<file path="src/hdl/bca_pkg.sv">
// Package for the bounded concurrency admission block.
// Holds field widths, kind and action codes, the job record and the
// control structs shared by the run table, wait queue and top level.
package bca_pkg;

    localparam int RUN_SLOTS_DEF  = 16;
    localparam int WAIT_DEPTH_DEF = 64;

    localparam int ACT_W  = 2;
    localparam int ID_W   = 22;
    localparam int UID_W  = 16;
    localparam int CID_W  = 16;
    localparam int KIND_W = 3;
    localparam int CFG_W  = 5;

    typedef enum logic [ACT_W-1:0] {
        ACT_EXEC = 2'd0,
        ACT_DONE = 2'd1,
        ACT_STOP = 2'd2,
        ACT_NONE = 2'd3
    } t_action;

    typedef enum logic [KIND_W-1:0] {
        K_GRANT    = 3'd0,
        K_FINISHED = 3'd1,
        K_QUEUED   = 3'd2,
        K_REF_STOP = 3'd3,
        K_REF_FULL = 3'd4,
        K_SHUTDOWN = 3'd5
    } t_kind;

    typedef struct packed {
        logic [ID_W-1:0]  req;
        logic [UID_W-1:0] user;
        logic [CID_W-1:0] cmd;
    } t_job;

    typedef struct packed {
        logic rd;
        logic wr;
        logic clr;
    } t_run_ctl;

    typedef struct packed {
        logic push;
        logic pop;
    } t_wq_ctl;

endpackage

</file>
<file path="src/hdl/bca_wait_fifo.sv">
// Wait queue: circular FIFO of job records in a memory, with head, tail
// and fill count; the head record is read into a register every cycle.
// Depends on bca_pkg.
module bca_wait_fifo
    import bca_pkg::*;
#(
    parameter int WAIT_DEPTH = WAIT_DEPTH_DEF,
    parameter int PTR_W      = $clog2(WAIT_DEPTH),
    parameter int WC_W       = $clog2(WAIT_DEPTH + 1)
) (
    input  logic    i_clk,
    input  logic    i_rst_n,
    input  t_wq_ctl i_ctl,
    input  t_job    i_push_job,
    output t_job    o_head_job,
    output logic    o_empty,
    output logic    o_full
);

    t_job             r_mem [WAIT_DEPTH];
    logic [PTR_W-1:0] r_head;
    logic [PTR_W-1:0] r_tail;
    logic [WC_W-1:0]  r_count;
    t_job             r_head_job;

    function automatic logic [PTR_W-1:0] wrap_inc(input logic [PTR_W-1:0] p);
        if (p == PTR_W'(WAIT_DEPTH - 1)) begin
            return '0;
        end
        return p + PTR_W'(1);
    endfunction

    always_ff @(posedge i_clk) begin
        if (i_ctl.push) begin
            r_mem[r_tail] <= i_push_job;
        end
        r_head_job <= r_mem[r_head];
    end

    always_ff @(posedge i_clk) begin
        if (!i_rst_n) begin
            r_head  <= '0;
            r_tail  <= '0;
            r_count <= '0;
        end else begin
            if (i_ctl.push) begin
                r_tail <= wrap_inc(r_tail);
            end
            if (i_ctl.pop) begin
                r_head <= wrap_inc(r_head);
            end
            if (i_ctl.push && !i_ctl.pop) begin
                r_count <= r_count + WC_W'(1);
            end else if (i_ctl.pop && !i_ctl.push) begin
                r_count <= r_count - WC_W'(1);
            end
        end
    end

    assign o_head_job = r_head_job;
    assign o_empty    = (r_count == '0);
    assign o_full     = (r_count == WC_W'(WAIT_DEPTH));

endmodule

</file>
<file path="config.mk">
export PLATFORM = sky130hd
export DESIGN_NAME = bca_wait_fifo
export DESIGN_NICKNAME = d
export VERILOG_FILES = /design/src/hdl/bca_pkg.sv /design/src/hdl/bca_wait_fifo.sv
export SDC_FILE = /design/constraint.sdc
export NUM_CORES = 2
export LEC_CHECK = 0
export BUFFER_PORTS_ARGS = -buffer_cell sky130_fd_sc_hd__buf_4
export CAP_MARGIN = 15
export CORE_UTILIZATION = 60
export CTS_CLUSTER_SIZE = 30
export DETAILED_ROUTE_END_ITERATION = 10
export PLACE_DENSITY = 0.76
export RECOVER_POWER = 100
export REMOVE_ABC_BUFFERS = 1
export SETUP_SLACK_MARGIN = 0.1
export SLEW_MARGIN = 0
export SYNTH_ARGS = -nofsm -noshare
export SYNTH_HDL_FRONTEND = slang
export SYNTH_SLANG_ARGS = --single-unit
</file>
<file path="constraint.sdc">
create_clock -name i_clk -period 7.7 [get_ports i_clk]
set_input_delay 0.77 -clock i_clk [delete_from_list [all_inputs] [get_ports i_clk]]
set_output_delay 0.77 -clock i_clk [all_outputs]
set_load 0.01 [all_outputs]
</file>
* After elaboration in Yosys (flattened, before gate mapping)
Memories as Yosys holds them, arrays and structs flattened. A register that Yosys moved wholly into a read port is not among the register bits. Index checks and enable logic that the tools add are counted.
Storage, ports and cells: memory bits (writable) 3456, bits in registers 19, memories 1, bits of input ports 58, word-level logic and storage cells 31
Memory list:
- r_mem | depth 64, bits a word 54, read ports 1, clocked after memory_dff 1, write ports 1, line bca_wait_fifo.sv:20 | t_job r_mem [WAIT_DEPTH];
Operators by class: eq/ne operators 3, reduce and logical (&&, ||, !) cells 6, multiplexer cells 14, add/subtract/negate cells 4
Operator list (number):
- 2-to-1 mux 6 bit | 4
- 2-to-1 mux 7 bit | 2
- adder 6 x 1 -> 6 bit, second input constant | 2
- == test 6 bit, second input constant | 2
- 2-to-1 mux 1 bit | 8
- adder 7 x 1 -> 7 bit, second input constant | 1
- == test 7 bit, second input constant | 1
- logical NOT 7 bit | 1
- subtractor 7 x 1 -> 7 bit, second input constant | 1
- logical AND 1 bit | 2
- logical NOT 1 bit | 2
- nonzero test 2 bit | 1

* Longest topological paths before layout
word-level depth 5, depth in mapped cells 9, depth with buffers taken out 9

* Worst setup path before layout
OpenSTA, ideal clock, no wires.
path type input-to-reg, from in i_ctl[1] in the netlist's numbering, to mem r_mem[40][0] in the netlist's numbering (enable), data arrival time 5.049 ns, library setup time 0.532 ns, stages 5, setup slack 2.119 ns, cell sequence buf_1 nand2_1 nor2_1 nand2_1 nor3_1
On the way: longest elaborated chain between the ends 2
Ends and longest elaborated chain:
- start, declared | line bca_wait_fifo.sv:13 | input t_wq_ctl i_ctl,
- 2-to-1 mux 1 bit | line bca_wait_fifo.sv:34 | if (i_ctl.push) begin
- 2-to-1 mux 1 bit (implied by the code) | line bca_wait_fifo.sv:35 | r_mem[r_tail] <= i_push_job;
- end, declared | line bca_wait_fifo.sv:20
No other way between the ends.

==> out/results.tsv <==
stage	metric	value	unit
setup_path	crit_type	reg -> reg	
min_path	hold_end	r_count[4]	
cells_and_area	final_cells	9238	
min_path	worstHoldPathType	in -> reg	
cells_and_area	post-route-util	0.673	
power	power.density	270	nW/um^2
clock_network	cts_hold_buffers	0	
cells_and_area	areaGrowthSynthToFinish	11.3	%
placement	dpl_cell_area	138000	sq um
detailed_routing	vias	66318	
cells_and_area	post-route-cell-area	148000	sq um
sta	finClkSkew	70.9	ps
die	initial_core_util	0.605	
min_path	hold_depth	2	
synth	syn_inst	5715	
die	die_h	473	microns
detailed_routing	wl_per_cell	37.8	microns
clock_network	root_buffer	clkbuf_16	
synth	yosysSeqAreaShare	0.790	
clock_network	insertion_delay	990	ps
detailed_routing	final_antenna_net_count	0	
die	coreArea	220000	sq um
placement	portBuffers	113	
placement	routabilityCongestion	0.829	
setup_path	max_stage_delay	2240	ps
clock_network	cts-buffers-inserted	353	
placement	placed_cells	8602	
die	num_rows	172	
cells_and_area	layout.nets	6066	
power	p_leak	44.6	nW
sta	final-setup-viol-count	0	
detailed_routing	drt_iter0_markers	10141	
setup_path	crit_arrival	6780	ps
sta	hold_slack	206	ps
detailed_routing	drt_pass1_iterations	8	
clock_network	cts_max_level	5	
global_routing	grt-ovfl-total	0	
die	die_area	224000	sq um
clock_network	cts_setup_buffers	0	
global_routing	grt_usage	0.315	
die	die_x	473	microns
setup_path	reg2reg_from	r_head[2]	
detailed_routing	drc	0	
global_routing	grt_max_degree	151	
cells_and_area	fill_cells	13005	
outcome	outcome	complete, but fails checks	
power	max-vdd-ir-drop	0.239	mV
setup_path	endpoint_kind	register	
setup_path	rrSetupSlack	1790	ps
global_routing	grt_pass1_wl	491000	microns
setup_path	crit_required	8570	ps
clock_network	cts_buffer_depth	4	
sta	worst_slew_pin_slew	4840	ps
sta	fmax	169	MHz
clock_network	cts_sinks	3529	
placement	hpwl	176000	microns
synth	synth_seq_cells	3529	
sta	rsz0062_at_grt	false	
sta	final_max_slew_viol_count	6519	
setup_path	r2r-end	o_head_job[30]	
synth	async_flop_share	0	
setup_path	cpMaxStageDelayCell	and2_0	
detailed_routing	routed_wl	349000	microns
synth	netlist_area	133000	sq um
die	io_pins	114	
setup_path	start_kind	register	
min_path	hold_start	i_rst_n	
clock_network	cts_tree	yes	
synth	syn_area_per_cell	23.3	sq um
setup_path	path_max_fanout	40	
job	cap_viol_max_count	164	
sta	finalCritPeriodShare	0.767	
synth	yosysWarnings	0	
outcome	violations	max-capacitance violations, max-slew violations	
synth	synth_top_flop_cell	edfxtp_1	
setup_path	r2r_cells	6	
synth	yosysUniqueCellTypes	53	
global_routing	grt_pass1_vias	66663	
sta	fin_crit	5910	ps
clock_network	cts_resized	0	
cells_and_area	drive_gt1_frac	0.232	
clock_network	path_clk_slew	60	ps
detailed_routing	drt-vias-per-instance	7.18	
sta	relSlewSlack	-2.22	
synth	synth_enable_flop_cells	3456	
sta	hold_viol	0	
setup_path	worstPathCellList	and2_0 > nand2b_1 > o22ai_1 > a2111oi_1 > clkdlybuf4s18_2 > nor3_1	
global_routing	antenna_found_initial	13	
-- logic make-up after synthesis --
group | share of synthesized area
AO/OA/AOI/OAI | 0.0255
XOR/XNOR | 0.000723
adder cells (fa/ha/maj) | 0.000902
buffers and inverters | 0.0118
flip-flops | 0.790
multiplexers | 0.161
AND/OR/NAND/NOR | 0.00995
-- per-stage QoR --
step	TNS [ps]	total power, mW	setup slack (ps)
finish	0	40.1	1790
global route	0	40.9	1850
detailed placement	0	23.6	3550
floorplan	-2052840	24.6	-38530
CTS	0	40.2	3480
global placement	0	23.6	3580
-- how the worst max path moves through the flow --
stage              start              to  slack, ps  cells past startpoint
2_1_floorplan  r_head[0]   o_head_job[0]     -38530                      4
3_3_place_gp   r_head[1]  o_head_job[38]       3580                      7
4_1_cts        r_head[1]  o_head_job[38]       3480                      7
3_5_place_dp   r_head[1]  o_head_job[38]       3550                      7
5_1_grt        r_tail[2]   r_mem[23][41]       1850                      3
6_report       r_head[2]  o_head_job[30]       1790                      6
-- cell type report --
cell class,count,area (sq um),share of cell area
sequential,3529,105000,0.710
clock buffer,475,9680,0.0653
multi-input combinational,1848,26500,0.179
timing repair buffer,261,1480,0.00997
tap,2958,3700,0.0250
clock inverter,153,1540,0.0104
inverter,6,22.5,0.000152
antenna,8,20.0,0.000135
-- Yosys cell counts, drive strengths merged (11+ instances only) --
master	count	area share
o22ai	17	0.00080
nor3	14	0.00053
dfxtp	73	0.011
a221oi	140	0.0092
a22o	33	0.0022
nand2	34	0.00096
edfxtp	3456	0.78
a2111oi	16	0.0011
mux4	831	0.14
clkbuf	158	0.0045
mux2i	260	0.020
and2	11	0.00052
o221ai	38	0.0025
a211o	26	0.0017
and4	27	0.0018
buf	174	0.0072
nor2b	15	0.00070
o21ai	157	0.0059
nor2	116	0.0033
nand3	11	0.00041
a21oi	16	0.00060
-- where the power goes --
group	leakage [nW]	switching, mW	total (mW)	internal, mW
Combinational	7.39	1.11	1.89	0.783
Sequential	31.7	0.107	21.3	21.2
Clock	5.49	7.05	16.8	9.78
Total	44.6	8.27	40.1	31.8
-- routing by layer --
layer	part of all wire	up-vias	routed length [microns]	GRT usage
met5	0.00016	-	55	0
met4	0.051	8	17800	0.144
met3	0.13	1000	44200	0.0791
met2	0.47	5285	165000	0.486
met1	0.35	34895	121000	0.429
li1	-	25130	-	-
-- registers in the layout, summed over array words and instances, names as in the netlist --
signal / cells
r_count: 7
r_mem: 3456
r_tail: 6
o_head_job: 54
r_head: 6
-- layout by cell type (no fill, tap or decap), types with 11 or more instances in the layout --
master,instances
buf_4,66
o221ai_1,38
o21ai_1,31
clkinv_1,50
nand3_1,11
o22ai_1,17
clkbuf_2,13
a221oi_1,140
a22o_1,33
clkbuf_1,256
and4_1,27
bufinv_16,29
nor2_1,106
nor3_1,14
mux2i_1,260
clkbuf_16,358
clkbuf_8,28
dfxtp_1,68
a21oi_1,16
a2111oi_0,13
o21ai_0,126
edfxtp_1,3456
mux4_2,831
inv_6,12
nand2_1,33
a211o_1,26
clkinv_2,49
buf_12,14
-- critical path, delay by kind of cell (launching register included) --
family / cells / cell delay (ps)
AND/OR/NAND/NOR: 3 / 3860
AO/OA/AOI/OAI: 2 / 690
buffers and inverters: 1 / 320
flip-flops: 1 / 830
(Power assumes the default switching activity.)
