<file path="config.mk">
export PLATFORM = sky130hd
export DESIGN_NAME = bca_run_table
export DESIGN_NICKNAME = d
export VERILOG_FILES = /design/src/hdl/bca_pkg.sv /design/src/hdl/bca_run_table.sv
export SDC_FILE = /design/constraint.sdc
export NUM_CORES = 1
export LEC_CHECK = 0
export BUFFER_PORTS_ARGS = -buffer_cell sky130_fd_sc_hd__buf_2
export CAP_MARGIN = 20
export CORE_MARGIN = 2
export CORE_UTILIZATION = 62
export DETAILED_ROUTE_END_ITERATION = 16
export PLACE_DENSITY = 0.89
export SKIP_CTS_REPAIR_TIMING = 1
export SYNTH_ARGS = -nofsm -noshare
export SYNTH_HDL_FRONTEND = slang
export SYNTH_SLANG_ARGS = --single-unit
</file>
<file path="constraint.sdc">
create_clock -name i_clk -period 6.3 [get_ports i_clk]
set_input_delay 0.945 -clock i_clk [delete_from_list [all_inputs] [get_ports i_clk]]
set_output_delay 0.945 -clock i_clk [all_outputs]
set_load 0.005 [all_outputs]
</file>
<file path="src/hdl/bca_pkg.sv">
// Package for the bounded concurrency admission block.
// Holds field widths, kind and action codes, the job record and the
// control structs shared by the run table, wait queue and top level.
package bca_pkg;

    localparam int RUN_SLOTS_DEF  = 16;
    localparam int WAIT_DEPTH_DEF = 64;

    localparam int ACT_W  = 2;
    localparam int ID_W   = 22;
    localparam int UID_W  = 16;
    localparam int CID_W  = 16;
    localparam int KIND_W = 3;
    localparam int CFG_W  = 5;

    typedef enum logic [ACT_W-1:0] {
        ACT_EXEC = 2'd0,
        ACT_DONE = 2'd1,
        ACT_STOP = 2'd2,
        ACT_NONE = 2'd3
    } t_action;

    typedef enum logic [KIND_W-1:0] {
        K_GRANT    = 3'd0,
        K_FINISHED = 3'd1,
        K_QUEUED   = 3'd2,
        K_REF_STOP = 3'd3,
        K_REF_FULL = 3'd4,
        K_SHUTDOWN = 3'd5
    } t_kind;

    typedef struct packed {
        logic [ID_W-1:0]  req;
        logic [UID_W-1:0] user;
        logic [CID_W-1:0] cmd;
    } t_job;

    typedef struct packed {
        logic rd;
        logic wr;
        logic clr;
    } t_run_ctl;

    typedef struct packed {
        logic push;
        logic pop;
    } t_wq_ctl;

endpackage

</file>
<file path="src/hdl/bca_run_table.sv">
// Run table: one job record per slot in a memory with a registered read,
// per-slot valid flags and the count of running jobs.
// Depends on bca_pkg.
module bca_run_table
    import bca_pkg::*;
#(
    parameter int RUN_SLOTS = RUN_SLOTS_DEF,
    parameter int SLOT_W    = (RUN_SLOTS > 1) ? $clog2(RUN_SLOTS) : 1,
    parameter int CNT_W     = $clog2(RUN_SLOTS + 1)
) (
    input  logic              i_clk,
    input  logic              i_rst_n,
    input  t_run_ctl          i_ctl,
    input  logic [SLOT_W-1:0] i_idx,
    input  t_job              i_wr_job,
    output logic              o_valid_at,
    output t_job              o_rd_job,
    output logic [CNT_W-1:0]  o_active
);

    t_job                 r_mem [RUN_SLOTS];
    logic [RUN_SLOTS-1:0] r_valid;
    logic [CNT_W-1:0]     r_active;
    t_job                 r_rd_job;

    always_ff @(posedge i_clk) begin
        if (i_ctl.wr) begin
            r_mem[i_idx] <= i_wr_job;
        end
        if (i_ctl.rd) begin
            r_rd_job <= r_mem[i_idx];
        end
    end

    always_ff @(posedge i_clk) begin
        if (!i_rst_n) begin
            r_valid  <= '0;
            r_active <= '0;
        end else begin
            if (i_ctl.wr) begin
                r_valid[i_idx] <= 1'b1;
                r_active       <= r_active + CNT_W'(1);
            end else if (i_ctl.clr) begin
                r_valid[i_idx] <= 1'b0;
                if (r_active != '0) begin
                    r_active <= r_active - CNT_W'(1);
                end
            end
        end
    end

    assign o_valid_at = r_valid[i_idx];
    assign o_rd_job   = r_rd_job;
    assign o_active   = r_active;

endmodule

</file>
* Word level (Yosys, flattened, before mapping)
Memory sizes are Yosys's and may differ from the RTL's. A register that Yosys moved wholly into a read port is not among the register bits.
Index checks and enable logic that the tools add are counted.
** Storage, ports and cells
- Input port bits :: 63
- Bits in writable memories :: 864
- Register bits after elaboration :: 21
- Memories :: 1
** Cells by class
- Order comparisons :: 2
- Bitwise gates (word level) :: 3
- Mux-type cells :: 11
- Reductions and logical operators :: 5
- Add/sub/neg operators :: 2
** Memory list
- r_mem :: words 16, bits a word 54, read ports 1, clocked after memory_dff 1, write ports 1, line bca_run_table.sv:21 : t_job r_mem [RUN_SLOTS];
** Operators by type and width (number)
- $mux W16 :: 2
- $and A16 B16 Y16 :: 1
- $not A16 Y16 :: 1
- $or A16 B16 Y16 :: 1
- $mux W5 :: 3
- $add A5 B1 Y5 const B :: 1
- $lt A4 B5 Y1 const B :: 1
- $reduce_bool A5 Y1 :: 1
- $sub A5 B1 Y5 const B :: 1
- $bmux W1 S4 :: 1
- $demux W1 S4 :: 1
- $ge A4 B1 Y1 const B :: 1
- $mux W1 :: 4
- $reduce_bool A2 Y1 :: 2
- $reduce_and A2 Y1 :: 1
- $logic_and A1 B1 Y1 :: 1

* Longest topological paths before layout
- Word-level depth :: 8
- Gate-level depth with buffers :: 7
- Gate-level depth less buffers :: 6

* Worst setup path after synthesis
No wires, ideal clock.
- Path type :: input to register
- Start point :: input i_ctl[1] (netlist bit)
- End point :: memory r_mem[0][0] (netlist bit) (enable)
- Path buffers :: 1
- Data required time :: 5.833 ns
- Data arrival time :: 4.071 ns
- Cell stages on the path :: 4
- Setup slack :: 1.762 ns
- Path through :: clkbuf_1 inv_1 or3_1 nor2_1
** Between the ends
- Cells in the longest elaborated chain, start to end :: 2
** RTL lines
- from (decl) :: line bca_run_table.sv:13 : input t_run_ctl i_ctl,
- $mux W1 :: line bca_run_table.sv:27 : if (i_ctl.wr) begin
- $mux W1 (not written as such) :: line bca_run_table.sv:28 : r_mem[i_idx] <= i_wr_job;
- to (decl) :: line bca_run_table.sv:21
No other way between the ends.

* Worst setup path after layout
- Start point :: input i_idx[3]
- End point :: output o_valid_at
** Between the ends
- Cells in the longest elaborated chain, start to end :: 2
** RTL lines
- from (decl) :: line bca_run_table.sv:14 : input logic [SLOT_W-1:0] i_idx,
- $bmux W1 S4 :: line bca_run_table.sv:52 : assign o_valid_at = r_valid[i_idx];
- $mux W1 (not written as such) :: line bca_run_table.sv:52
- to (decl) :: line bca_run_table.sv:16 : output logic o_valid_at,
No other way between the ends. The select of a mux whose other input is x is not followed.

==> qor.log <==
qor: setup_path.crit_family buffers and inverters
qor: clocking.clock_path_buffers 3
qor: final_layout.finish.net_count 1,730
qor: final_layout.postLayoutCellArea 0.0394 sq mm
qor: clocking.ctsHtreeMaxLevel 3
qor: power_and_ir_drop.p_per_area 329 mW/mm^2
qor: floorplan.dieArea 0.0584 sq mm
qor: synth.synth_top_cell_area_share 78.7%
qor: synth.synth-async-reset-ratio 0%
qor: setup_path.crit_type in2out
qor: timing.max_slew.worst_pin.slew 1.09 ns
qor: setup_path.crit_arrival 2.66 ns
qor: run_status.status complete, no violations
qor: clocking.worst_skew_pair.late_latency 0.66 ns
qor: placed_design.hpwlAfterDp 42.2 mm
qor: synth.synthesis.instances 1,500
qor: detailed_routing.route.detailed.vias_per_inst 7.16
qor: floorplan.io-pin-count 123
qor: flow_run.max_cap_viol_count 0
qor: floorplan.row_count 87
qor: timing.report.final.hold_viol_count 0
qor: clocking.path_clk_slew 0.07 ns
qor: timing.setup_viol 0
qor: timing.clock_skew 0.0259 ns
qor: global_routing.grt_max_degree 111
qor: global_routing.overflow 0
qor: detailed_routing.finalWirelength 87.6 mm
qor: final_layout.n_fill_cell 3,058
qor: synth.post_synthesis_net_count 1,567
qor: placed_design.place_congestion 0.764
qor: clocking.tritoncts yes
qor: detailed_routing.drtPass1Iterations 6
qor: synth.netlist.top_cell.by_area sky130_fd_sc_hd__edfxtp_1
qor: floorplan.dieWidth 242 um
qor: timing.timing.final.crit_period 3.60 ns
qor: global_routing.antenna_violations_before_repair 8
qor: placed_design.port_buffers 122
qor: synth.postSynthRegisterBits 939
qor: global_routing.grt_use_total 30.5%
qor: global_routing.grt_first_pass_wirelength 128 mm
qor: placed_design.placedCellCount 2,325
qor: setup_path.cpPeakStageDelay 0.77 ns
qor: final_layout.drive_above_1_share 29.6%
qor: placed_design.total_cell_area_at_the_placement_stage 0.0366 sq mm
qor: detailed_routing.avgRoutedWirePerCell 35.1 um
qor: detailed_routing.vias 17,900
qor: setup_path.cp-start-kind input pin
qor: final_layout.filler_free_cell_count_of_the_finished_design 2,494
qor: synth.yosysUniqueCellTypes 37
qor: global_routing.first_global_vias 18,500
qor: setup_path.endpoint_kind primary output
qor: setup_path.most_frequent_cell_on_critical_path sky130_fd_sc_hd__buf_2
qor: clocking.clock_sinks 939
qor: final_layout.synthToLayoutAreaGrowth 12.4%
qor: synth.syn-mean-instance-area 23.4 sq um
qor: detailed_routing.drt.antenna.violating_nets 0
qor: setup_path.timing.critical_path.cells buf_2 -> nor2b_4 -> buf_4 -> a22oi_1 -> nand2_1 -> buf_2
qor: detailed_routing.route.detailed.drc 0
qor: synth.synth_enable_flop_cells 918
qor: setup_path.worst_ep_required_time 5.35 ns
qor: synth.synth_ff_type sky130_fd_sc_hd__edfxtp_1
qor: setup_path.crit_slowest_cell sky130_fd_sc_hd__buf_4
qor: synth.synth_area 0.0350 sq mm
qor: min_path.worstHoldPathType reg2reg
qor: floorplan.core_region_area 0.0562 sq mm
qor: floorplan.die_height 242 um
qor: synth.yosysMostFrequentCell sky130_fd_sc_hd__edfxtp_1
qor: synth.yosys_warnings 0
qor: synth.biggest_area_contributors_in_the_synthesized_netlist sky130_fd_sc_hd__edfxtp_1 (79%), sky130_fd_sc_hd__mux4_2 (14%), sky130_fd_sc_hd__a22oi_1 (2.4%)
qor: synth.synth.yosys.seq_area_share 79.9%
qor: setup_path.crit_buf_inv 3
qor: timing.tns 0 ns
qor: floorplan.initial_utilization 62.4%
qor: synth.synth_commonest_cells sky130_fd_sc_hd__edfxtp_1 (918), sky130_fd_sc_hd__mux4_2 (220), sky130_fd_sc_hd__a22oi_1 (110)
qor: timing.min_period_over_period 57.2%
qor: clocking.tritoncts.num_buffers 89
qor: power_and_ir_drop.power_leakage 12.6 nW
qor: setup_path.worstPathMaxFanout 55
qor: timing.maxClockFrequency 277 MHz
qor: clocking.cts_root_buf sky130_fd_sc_hd__clkbuf_16
qor: detailed_routing.drt_iter0_markers 3,038
qor: final_layout.final_core_util 70.1%
qor: timing.timing.final.max_slew_violations 0
qor: timing.slew-limit-headroom 27.1%
qor: power_and_ir_drop.ir_drop 258 uV
qor: timing.rsz_0062_raised_after_global_routing no
==> power by group <==
part           internal [mW]  switching [mW]
logic                  0.263           0.414
registers               7.03          0.0695
clock network           2.82            2.36
==> logic make-up (layout without fill, tap and decap cells) <==
kind of cell / count (synthesis) / in the layout / synth area share (%)
buffers and inverters: 81 / 316 / 1.24
flip-flops: 939 / 939 / 79.9
adder cells (fa/ha/maj): 4 / 4 / 0.164
AND/OR/NAND/NOR: 99 / 99 / 1.21
other: 0 / 3 / 0
AO/OA/AOI/OAI: 154 / 154 / 3.29
multiplexers: 221 / 221 / 14.2
XOR/XNOR: 2 / 2 / 0.0500
==> per-stage QoR <==
step	total power [mW]	worst slack, ns	hold slack (ns)
2_1_floorplan	7.58	1.76	0.490
3_3_place_gp	7.82	2.28	0.506
3_5_place_dp	7.87	2.18	0.519
4_1_cts	13.0	2.76	0.533
5_1_grt	13.2	2.57	0.575
6_report	13.0	2.70	0.542
==> tightest hold or removal path, delay by kind of cell, from the launching register on <==
family	cells	cell delay (ns)
DFF	1	0.35
and+or+nand+nor	1	0.08
AOI/OAI and AO/OA	1	0.06
==> layout by cell type (no fill, tap or decap), drive strengths merged, types with 3 or more instances in the layout <==
master / instances
edfxtp: 918
mux4: 220
buf: 152
a22oi: 110
clkbuf: 110
nand2: 59
clkinv: 41
o21a: 32
dfxtp: 21
nor2: 20
clkinvlp: 5
nand3b: 4
bufinv: 4
inv: 4
diode: 3
nand3: 3
ha: 3
nor2b: 3
==> final timing paths <==
kind / start / end / slack, ns / cells past startpoint
setup / recovery: i_idx[3] / o_valid_at / 2.70 / 6
hold / removal: o_active[3] / o_active[3] / 0.54 / 2
setup reg to reg: o_active[0] / o_active[4] / 4.57 / 4
hold reg to reg: o_active[3] / o_active[3] / 0.54 / 2
==> state kept, by name, indices dropped and copies added (netlist names), named ones only <==
| register | count |
|---|---|
| r_mem | 864 |
| o_active | 5 |
| o_rd_job | 54 |
==> final cells by class <==
cell class / instances / area (sq um) / area share (%)
antenna: 3 / 7.51 / 0.0191
tap: 756 / 946 / 2.40
multi-input combinational: 480 / 6760 / 17.2
sequential: 939 / 28000 / 71.1
clock inverter: 53 / 398 / 1.01
timing repair buffer: 152 / 928 / 2.36
clock buffer: 110 / 2350 / 5.96
inverter: 1 / 3.75 / 0.00953
==> layer usage <==
layer,GRT usage [%],up-vias,part of all wire (%)
met5,0,-,0.078
met4,13.7,12,4.1
met3,6.53,251,11
met2,49.1,1578,50
met1,41.0,9279,34
li1,-,6737,-
Power figures use the tool's default switching activity.
